[src/hw/rtl/pcdin_pkg.sv]
// pcdin_pkg: shared types, character constants and sequence positions for the
// $PCDIN sentence encoder. No dependencies.

package pcdin_pkg;

   // fields of one input word
   typedef struct packed {
      logic        first_item;
      logic        last_item;
      logic        has_byte;
      logic [7:0]  data_byte;
      logic [23:0] pgn_value;
      logic [31:0] time_stamp;
      logic [7:0]  source_addr;
   } req_type;

   // fields of one result word
   typedef struct packed {
      logic [7:0] out_char;
      logic       run_end;
   } rsp_type;

   typedef enum logic {
      ST_IDLE,
      ST_RUN
   } state_type;

   localparam int POS_W = 6;
   typedef logic [POS_W-1:0] pos_type;

   // positions of the full character sequence of one word
   localparam pos_type POS_DOLLAR    = 6'd0;
   localparam pos_type POS_TAG_FIRST = 6'd1;
   localparam pos_type POS_TAG_LAST  = 6'd6;
   localparam pos_type POS_PGN_FIRST = 6'd7;
   localparam pos_type POS_PGN_LAST  = 6'd12;
   localparam pos_type POS_PGN_COMMA = 6'd13;
   localparam pos_type POS_TS_FIRST  = 6'd14;
   localparam pos_type POS_TS_LAST   = 6'd21;
   localparam pos_type POS_TS_COMMA  = 6'd22;
   localparam pos_type POS_SRC_FIRST = 6'd23;
   localparam pos_type POS_SRC_LAST  = 6'd24;
   localparam pos_type POS_HDR_LAST  = 6'd25;
   localparam pos_type POS_BYTE_FIRST = 6'd26;
   localparam pos_type POS_BYTE_LAST = 6'd27;
   localparam pos_type POS_TRL_FIRST = 6'd28;
   localparam pos_type POS_SUM_FIRST = 6'd29;
   localparam pos_type POS_SUM_LAST  = 6'd30;
   localparam pos_type POS_CR        = 6'd31;
   localparam pos_type POS_TRL_LAST  = 6'd32;

   localparam logic [7:0]  CH_DOLLAR = 8'h24;
   localparam logic [7:0]  CH_COMMA  = 8'h2C;
   localparam logic [7:0]  CH_STAR   = 8'h2A;
   localparam logic [7:0]  CH_CR     = 8'h0D;
   localparam logic [7:0]  CH_LF     = 8'h0A;
   localparam logic [7:0]  CH_ZERO   = 8'h30;
   localparam logic [7:0]  CH_A      = 8'h41;
   // "PCDIN," with the first letter in the top byte
   localparam logic [47:0] PCDIN_TAG = 48'h5043_4449_4E2C;

   // uppercase hex digit of one nibble
   function automatic logic [7:0] hex_char(input logic [3:0] nib);
      logic [7:0] ch;
      if (nib < 4'd10) begin
         ch = CH_ZERO + {4'd0, nib};
      end else begin
         ch = CH_A + {4'd0, nib} - 8'd10;
      end
      return ch;
   endfunction

endpackage

[src/hw/rtl/pcdin_chargen.sv]
// pcdin_chargen: character for one position of the sentence sequence, with
// the shared hex digit unit. Depends on pcdin_pkg.

module pcdin_chargen import pcdin_pkg::*; (
   input  pos_type    pos,
   input  req_type    item,
   input  logic [7:0] sum,
   output logic [7:0] char_out,
   output logic       add_sum
);

   logic [3:0] nib;
   logic       use_hex;
   logic [7:0] lit;
   logic [2:0] tag_idx;
   logic [2:0] pgn_idx;
   logic [2:0] ts_idx;

   // digit index counted from the least significant end
   assign tag_idx = 3'(POS_TAG_LAST - pos);
   assign pgn_idx = 3'(POS_PGN_LAST - pos);
   assign ts_idx  = 3'(POS_TS_LAST - pos);

   always_comb begin
      nib     = 4'd0;
      use_hex = 1'b0;
      lit     = 8'd0;
      unique case (pos) inside
         POS_DOLLAR: begin
            lit = CH_DOLLAR;
         end
         [POS_TAG_FIRST:POS_TAG_LAST]: begin
            lit = PCDIN_TAG[{tag_idx, 3'b000} +: 8];
         end
         [POS_PGN_FIRST:POS_PGN_LAST]: begin
            use_hex = 1'b1;
            nib     = item.pgn_value[{pgn_idx, 2'b00} +: 4];
         end
         POS_PGN_COMMA, POS_TS_COMMA, POS_HDR_LAST: begin
            lit = CH_COMMA;
         end
         [POS_TS_FIRST:POS_TS_LAST]: begin
            use_hex = 1'b1;
            nib     = item.time_stamp[{ts_idx, 2'b00} +: 4];
         end
         POS_SRC_FIRST: begin
            use_hex = 1'b1;
            nib     = item.source_addr[7:4];
         end
         POS_SRC_LAST: begin
            use_hex = 1'b1;
            nib     = item.source_addr[3:0];
         end
         POS_BYTE_FIRST: begin
            use_hex = 1'b1;
            nib     = item.data_byte[7:4];
         end
         POS_BYTE_LAST: begin
            use_hex = 1'b1;
            nib     = item.data_byte[3:0];
         end
         POS_TRL_FIRST: begin
            lit = CH_STAR;
         end
         POS_SUM_FIRST: begin
            use_hex = 1'b1;
            nib     = sum[7:4];
         end
         POS_SUM_LAST: begin
            use_hex = 1'b1;
            nib     = sum[3:0];
         end
         POS_CR: begin
            lit = CH_CR;
         end
         POS_TRL_LAST: begin
            lit = CH_LF;
         end
         default: begin
            lit = 8'd0;
         end
      endcase
   end

   assign char_out = use_hex ? hex_char(nib) : lit;
   // checksum covers everything after the dollar up to and including the payload
   assign add_sum  = (pos >= POS_TAG_FIRST) && (pos <= POS_BYTE_LAST);

endmodule

[src/hw/rtl/pcdin_sentence_encoder_core.sv]
// pcdin_sentence_encoder_core: top level of the $PCDIN sentence encoder.
// Depends on pcdin_pkg and pcdin_chargen.
//
// Each accepted word emits its characters on rsp one per clock while the
// output is not stalled: 26 header characters when first_item is set, two hex
// characters when has_byte is set and the 5-character trailer (star, two
// checksum digits, CR, LF) when last_item is set, at most 33 in all; run_end
// marks the last character of the word. req_stall stays high from the accept
// until the last character of the word has been registered on rsp; a single
// position counter steps through the sequence and one hex digit unit and one
// checksum register are shared by all of it. A word with no flag set emits
// nothing and the block stays ready.

module pcdin_sentence_encoder_core import pcdin_pkg::*; (
   input  logic    clock,
   input  logic    reset,
   input  logic    req_valid,
   output logic    req_stall,
   input  req_type req,
   output logic    rsp_valid,
   input  logic    rsp_stall,
   output rsp_type rsp
);

   state_type  state_ff, state_in;
   pos_type    pos_ff, pos_in;
   req_type    item_ff, item_in;
   logic [7:0] xor_ff, xor_in;
   rsp_type    rsp_ff, rsp_in;
   logic       rsp_valid_ff, rsp_valid_in;

   logic       accept;
   logic       any_flag;
   logic       advance;
   pos_type    start_pos;
   pos_type    nxt_pos;
   logic       nxt_ok;
   logic [7:0] gen_char;
   logic       gen_add;

   pcdin_chargen u_chargen (
      .pos      (pos_ff),
      .item     (item_ff),
      .sum      (xor_ff),
      .char_out (gen_char),
      .add_sum  (gen_add)
   );

   assign req_stall = (state_ff != ST_IDLE);
   assign accept    = req_valid && !req_stall;
   assign any_flag  = req.first_item || req.last_item || req.has_byte;
   assign advance   = (state_ff == ST_RUN) && (!rsp_valid_ff || !rsp_stall);

   always_comb begin
      if (req.first_item) begin
         start_pos = POS_DOLLAR;
      end else if (req.has_byte) begin
         start_pos = POS_BYTE_FIRST;
      end else begin
         start_pos = POS_TRL_FIRST;
      end
   end

   // skip the segments this word does not ask for
   always_comb begin
      nxt_pos = pos_ff + 6'd1;
      nxt_ok  = 1'b1;
      if (pos_ff == POS_HDR_LAST) begin
         nxt_pos = item_ff.has_byte ? POS_BYTE_FIRST : POS_TRL_FIRST;
         nxt_ok  = item_ff.has_byte || item_ff.last_item;
      end else if (pos_ff == POS_BYTE_LAST) begin
         nxt_pos = POS_TRL_FIRST;
         nxt_ok  = item_ff.last_item;
      end else if (pos_ff == POS_TRL_LAST) begin
         nxt_ok  = 1'b0;
      end
   end

   always_comb begin
      state_in = state_ff;
      unique case (state_ff)
         ST_IDLE: begin
            if (accept && any_flag) begin
               state_in = ST_RUN;
            end
         end
         ST_RUN: begin
            if (advance && !nxt_ok) begin
               state_in = ST_IDLE;
            end
         end
         default: begin
            state_in = ST_IDLE;
         end
      endcase
   end

   always_comb begin
      pos_in       = pos_ff;
      item_in      = item_ff;
      xor_in       = xor_ff;
      rsp_in       = rsp_ff;
      rsp_valid_in = rsp_valid_ff && rsp_stall;
      if (accept) begin
         pos_in  = start_pos;
         item_in = req;
         if (req.first_item) begin
            xor_in = 8'd0;
         end
      end else if (advance) begin
         pos_in          = nxt_pos;
         rsp_in.out_char = gen_char;
         rsp_in.run_end  = !nxt_ok;
         rsp_valid_in    = 1'b1;
         if (pos_ff == POS_TRL_LAST) begin
            xor_in = 8'd0;
         end else if (gen_add) begin
            xor_in = xor_ff ^ gen_char;
         end
      end
   end

   always_ff @(posedge clock) begin
      if (reset) begin
         state_ff     <= ST_IDLE;
         rsp_valid_ff <= 1'b0;
         xor_ff       <= 8'd0;
      end else begin
         state_ff     <= state_in;
         rsp_valid_ff <= rsp_valid_in;
         xor_ff       <= xor_in;
      end
   end

   always_ff @(posedge clock) begin
      pos_ff  <= pos_in;
      item_ff <= item_in;
      rsp_ff  <= rsp_in;
   end

   assign rsp_valid = rsp_valid_ff;
   assign rsp       = rsp_ff;

endmodule

[config.mk]
export PLATFORM = sky130hd
export DESIGN_NAME = pcdin_sentence_encoder_core
export DESIGN_NICKNAME = d
export VERILOG_FILES = /design/src/hw/rtl/pcdin_pkg.sv /design/src/hw/rtl/pcdin_chargen.sv /design/src/hw/rtl/pcdin_sentence_encoder_core.sv
export SDC_FILE = /design/constraint.sdc
export NUM_CORES = 1
export LEC_CHECK = 0
export ABC_CLOCK_PERIOD_IN_PS = 4000
export BUFFER_PORTS_ARGS = -buffer_cell sky130_fd_sc_hd__buf_2
export CAP_MARGIN = 10
export CELL_PAD_IN_SITES_DETAIL_PLACEMENT = 1
export CELL_PAD_IN_SITES_GLOBAL_PLACEMENT = 2
export CORE_MARGIN = 2
export CORE_UTILIZATION = 38
export CTS_CLUSTER_SIZE = 20
export DETAILED_ROUTE_END_ITERATION = 6
export PLACE_DENSITY_LB_ADDON = 0.1
export REMOVE_ABC_BUFFERS = 1
export SETUP_SLACK_MARGIN = 0.3
export SYNTH_ARGS = -nofsm -noshare
export SYNTH_HDL_FRONTEND = slang
export SYNTH_HIERARCHICAL = 1
export SYNTH_SLANG_ARGS = --single-unit
[constraint.sdc]
create_clock -name clock -period 4 [get_ports clock]
set_clock_uncertainty 0.1 [all_clocks]
set_input_delay 0.6 -clock clock [delete_from_list [all_inputs] [get_ports clock]]
set_output_delay 0.6 -clock clock [all_outputs]
set_load 0.05 [all_outputs]
==> results of run 1 <==
-- path summary, 6_finish.rpt --
check	cells after the start	endpoint	start
worst max-delay path	12	xor_ff[4]	pos_ff[1]
worst min-delay path	1	item_ff[21]	req[21]
worst max register to register	12	xor_ff[4]	pos_ff[1]
worst min register to register	2	xor_ff[4]	xor_ff[4]
-- state kept, by name, summed over array words and instances (netlist names) --
register,flops
req_stall,1
xor_ff,8
rsp,9
rsp_valid,1
item_ff,74
pos_ff,6
-- power by group --
group	switching [W]	total, W	internal (W)
Clock	0.000393	0.000884	0.000491
Sequential	0.0000608	0.00131	0.00125
Combinational	0.000531	0.000895	0.000364
-- worst max-delay path, cell delays in order, from the launching register on --
cell       delay, ns
edfxtp_1        0.42
buf_4           0.21
ha_2            0.28
o21a_1          0.22
o221ai_2        0.30
a21oi_1         0.13
a2111oi_4       0.43
ha_1            0.26
o21a_1          0.16
a2bb2oi_1       0.23
o21ai_0         0.14
or3_1           0.33
a21oi_1         0.14
-- through the flow --
stage	instance area (µm²)	total power (W)	cells	setup slack (ns)	hold slack [ns]
after floorplan	4690	0.00192	336	0.394	0.354
after global placement	5430	0.00219	608	0.536	0.385
after detailed placement	5430	0.00220	608	0.470	0.404
after CTS	5730	0.00310	624	0.424	0.311
after global routing	5780	0.00326	628	0.312	0.304
final	5780	0.00309	628	0.565	0.325
-- what timing repair did --
action | CTS | global route
resized for setup | 0 | 6
hold buffers | 0 | 0
endpoints found under the setup margin | 0 | 5
buffers inserted | 0 | 4
-- layer usage --
metal	part of all wire	track usage	vias up	wire (µm)
met5	0	0	-	0
met4	0.015	0.0563	0	178
met3	0.048	0.0415	15	558
met2	0.49	0.299	83	5640
met1	0.45	0.245	1605	5220
li1	-	-	1582	-
-- final cells by class --
type	count	area [µm²]
Fill cell	1333	6680
Clock buffer	10	229
Multi-Input combinational cell	227	1800
Inverter	10	37.5
Tap cell	172	215
Timing Repair Buffer	104	558
Clock inverter	6	68.8
Sequential cell	99	2870
==> metrics.md, run 1 <==
| Metric | Value |
|---|---|
| Status | `complete, no violations` |
| Vias/cell | `5.23` |
| R2r setup slk | `around 0.56 ns` |
| Critical Path AT | `~3.6 ns` |
| Most frequent cells in the layout | `buf_2, edfxtp_1, a21oi_1` |
| Die X | `roughly 120 µm` |
| Hold Violations, Final | `0` |
| Hold Path Class | `primary input to flip-flop` |
| First-pass GRT wire length | `~19000 µm` |
| Fin nets | `about 540` |
| DRT antenna net count | `0` |
| Max-Cap Viols | `0` |
| Fin crit share | `0.859` |
| Utilization after layout | `0.464` |
| Root Driver | `clkbuf_16` |
| Post-Synthesis Cell Area | `between 4000 and 5000 µm²` |
| PwrDens | `~530 nW/µm²` |
| CTS Sinks | `a little under 100` |
| Clk buf depth | `2` |
| RSZ-0062 raised after global routing | `no` |
| Fin crit period | `between 3 and 4 ns` |
| Final GP Congestion | `0.941` |
| Maximum VDD drop | `about 0.00025 V` |
| Wire length per cell | `roughly 18 µm` |
| Initial antenna violation count | `0` |
| Leakage power | `2.20 nW` |
| I/O pins | `90` |
| CP endpoint kind | `flip-flop` |
| Starting DRT DRC Count | `192` |
| Crit path required time | `4.17 ns` |
| CP max FO | `12` |
| GRT overflow | `0` |
| Residual DRC | `0` |
| Startpoint types | `flip-flop` |
| Routed via count | `3285` |
| Fin Setup TNS | `0 ns` |
| FP Rows | `41` |
| H-tree levels | `3` |
| Share of layout cells above drive strength 1 | `0.303` |
| Pre-Repair DR Iteration Count | `6` |
| Post-DP HPWL | `roughly 8500 µm` |
| Initial Utilization | `0.385` |
| Slew HR | `0.380` |
| Die ar. | `13600 µm²` |
| Num CTS Buffers | `9` |
| Avg Inst Size Synth | `between 10 and 15 µm²` |
| Crit Path Class | `flip-flop to flip-flop` |
| Yosys warning total | `6` |
| Diodes inserted | `0` |
| Core ar. | `about 12000 µm²` |
| Gate Count Post-Synth | `roughly 350` |
| Largest net degree at the start of global routing | `between 70 and 80` |
| Total GRT Usage | `0.183` |
| Max Freq | `between 200 and 300 MHz` |
| Area grow syn2layout | `20.4%` |
| Vias in the first global route | `around 3500` |
| CTS tree | `done` |
| Routed WL | `approximately 12000 µm` |
| Final setup vio count | `0` |
| Clk slew on worst S/H paths | `about 0.070 ns` |
| Die Ht | `116 µm` |
| Clock latency on the worst-skew pair | `roughly 0.35 ns` |
| Count of final max-slew check failures | `0` |
| PortBufs | `about 90` |
| Slew @ Worst Pin | `between 0.9 and 1 ns` |
Power figures use the tool's default switching activity.
==> run 2, diff against run 1 <==
CELL_PAD_IN_SITES_DETAIL_PLACEMENT = 0   (was 1)
CELL_PAD_IN_SITES_GLOBAL_PLACEMENT = 1   (was 2)
RECOVER_POWER = 50   (was not set)
==> metrics.md, run 2 (synthesized netlist as in run 1, its figures left out) <==
| Metric | Value |
|---|---|
| Initial Utilization | `0.385` |
| Hold Path Class | `primary input to flip-flop` |
| Share of layout cells above drive strength 1 | `0.257` |
| CP endpoint kind | `flip-flop` |
| Gate power share | `0.291` |
| Fin crit share | `0.852` |
| Largest net degree at the start of global routing | `40` |
| Routed via count | `~3200` |
| Post-CTS setup buffer count | `0` |
| PwrDens | `about 520 nW/µm²` |
| Final Hold Slack | `~0.33 ns` |
| Cells after DPL | `611` |
| Clk buf depth | `2` |
| Max stage delay cell, worst path | `ha_1` |
| Cts hold-fix bufs | `0` |
| Final setup vio count | `0` |
| Worst stage delay on the critical path | `0.52 ns` |
| Commonest non-fill, non-tap cell in the layout | `edfxtp_1` |
| Pre-CTS WS | `0.584 ns` |
| CP top delay family | `compound AO/OA/AOI/OAI gates` |
| Pre-Repair DR Iteration Count | `5` |
| Die Ht | `between 100 and 150 µm` |
| Internal Power | `approximately 0.002 W` |
| Final worst slack | `between 0.5 and 0.6 ns` |
| Hold Violations, Final | `0` |
| CTS tree | `done` |
| PortBufs | `89` |
| H-tree levels | `3` |
| Clock latency on the worst-skew pair | `0.34 ns` |
| CTS Sinks | `99` |
| Die X | `116 µm` |
| Core ar. | `12500 µm²` |
| Cells along the critical path | `inv_1 > ha_1 > mux4_2 > nand2_1 > a21oi_1 > a2111oi_4 > ha_1 > nor2b_1 > o32ai_1 > o21ai_0 > or3_1 > a21oi_1` |
| Fin Setup TNS | `0 ns` |
| Max-Cap Viols | `0` |
| P_sw | `0.000963 W` |
| Post-cts repair resize count | `0` |
| Switching Share | `0.323` |
| Final Instance Area | `between 5000 and 6000 µm²` |
| Critical Path AT | `about 3.6 ns` |
| FP Rows | `41` |
| Initial antenna violation count | `0` |
| Total GRT Usage | `0.168` |
| Maximum VDD drop | `a little under 0.0003 V` |
| Num CTS Buffers | `9` |
| Most frequent cells in the layout | `edfxtp_1, buf_2, a21oi_1` |
| Starting DRT DRC Count | `183` |
| CP max FO | `9` |
| Status | `complete, no violations` |
| Routed WL | `about 11000 µm` |
| GRT overflow | `0` |
| Max Used Layer | `met4` |
| Final GP Congestion | `around 0.90` |
| Slew HR | `0.263` |
| Area grow syn2layout | `19.0%` |
| Sequential Power Share | `0.436` |
| Clk slew on worst S/H paths | `~0.070 ns` |
| Fin nets | `540` |
| Met2 routed WL | `slightly below 5000 µm` |
| Max Freq | `a little under 300 MHz` |
| DRT antenna net count | `0` |
| Post-DP HPWL | `7900 µm` |
| First-pass GRT wire length | `approximately 17000 µm` |
| Diodes inserted | `0` |
| Residual DRC | `0` |
| Startpoint types | `flip-flop` |
| Wire length per cell | `about 17 µm` |
| Die ar. | `around 14000 µm²` |
| Count of final max-slew check failures | `0` |
| I/O pins | `90` |
| Crit path buf inv count | `1` |
| Vias/cell | `a little over 5` |
| Fin crit period | `between 3 and 4 ns` |
| Finished Layout Cells | `627` |
| Biggest register | `item_ff` |
| Clock share of power | `0.273` |
| Vias in the first global route | `around 3100` |
| RSZ-0062 raised after global routing | `no` |
| Placed Area | `5460 µm²` |
| Crit path required time | `around 4.2 ns` |
| Max FFs per register | `74` |
| Met1 Wirelength | `roughly 5000 µm` |
| Metal3 WL | `about 670 µm` |
| Slew @ Worst Pin | `between 1 and 1.5 ns` |
| Root Driver | `clkbuf_16` |
| Crit Path Class | `flip-flop to flip-flop` |
| Leakage power | `roughly 2.1 nW` |
## run 2: path summary, 6_finish.rpt
path                   from     endpoint  slack, ns  cells after the start
setup / recovery  pos_ff[1]    xor_ff[1]       0.59                     12
hold reg to reg   xor_ff[5]    xor_ff[5]       0.40                      2
setup reg to reg  pos_ff[1]    xor_ff[1]       0.59                     12
hold / removal      req[19]  item_ff[19]       0.33                      1
## run 2: per-stage QoR
step | total power, W | utilization
CTS | 0.00301 | 0.460
global placement | 0.00220 | 0.438
floorplan | 0.00192 | -
detailed placement | 0.00219 | 0.438
finish | 0.00298 | 0.458
global route | 0.00314 | 0.458
## run 2: area by class of cell
| class | count | area, µm² |
|---|---|---|
| Sequential cell | 99 | 2870 |
| Fill cell | 1190 | 6750 |
| Inverter | 10 | 37.5 |
| Multi-Input combinational cell | 227 | 1780 |
| Clock buffer | 9 | 225 |
| Timing Repair Buffer | 103 | 532 |
| Tap cell | 172 | 215 |
| Clock inverter | 7 | 51.3 |
## run 2: metal layers
metal	global-route usage	vias up
li1	-	1585
met1	0.230	1527
met2	0.262	98
met3	0.0467	15
met4	0.0556	0
met5	0	-
## run 2: power groups by stage
stage          combinational (W)  clock [W]  sequential (W)
2_1_floorplan           0.000506          0         0.00141
3_5_place_dp            0.000872          0         0.00132
6_report                0.000869   0.000813         0.00130
3_3_place_gp            0.000878          0         0.00132
5_1_grt                 0.000954   0.000878         0.00131
4_1_cts                 0.000876   0.000837         0.00130
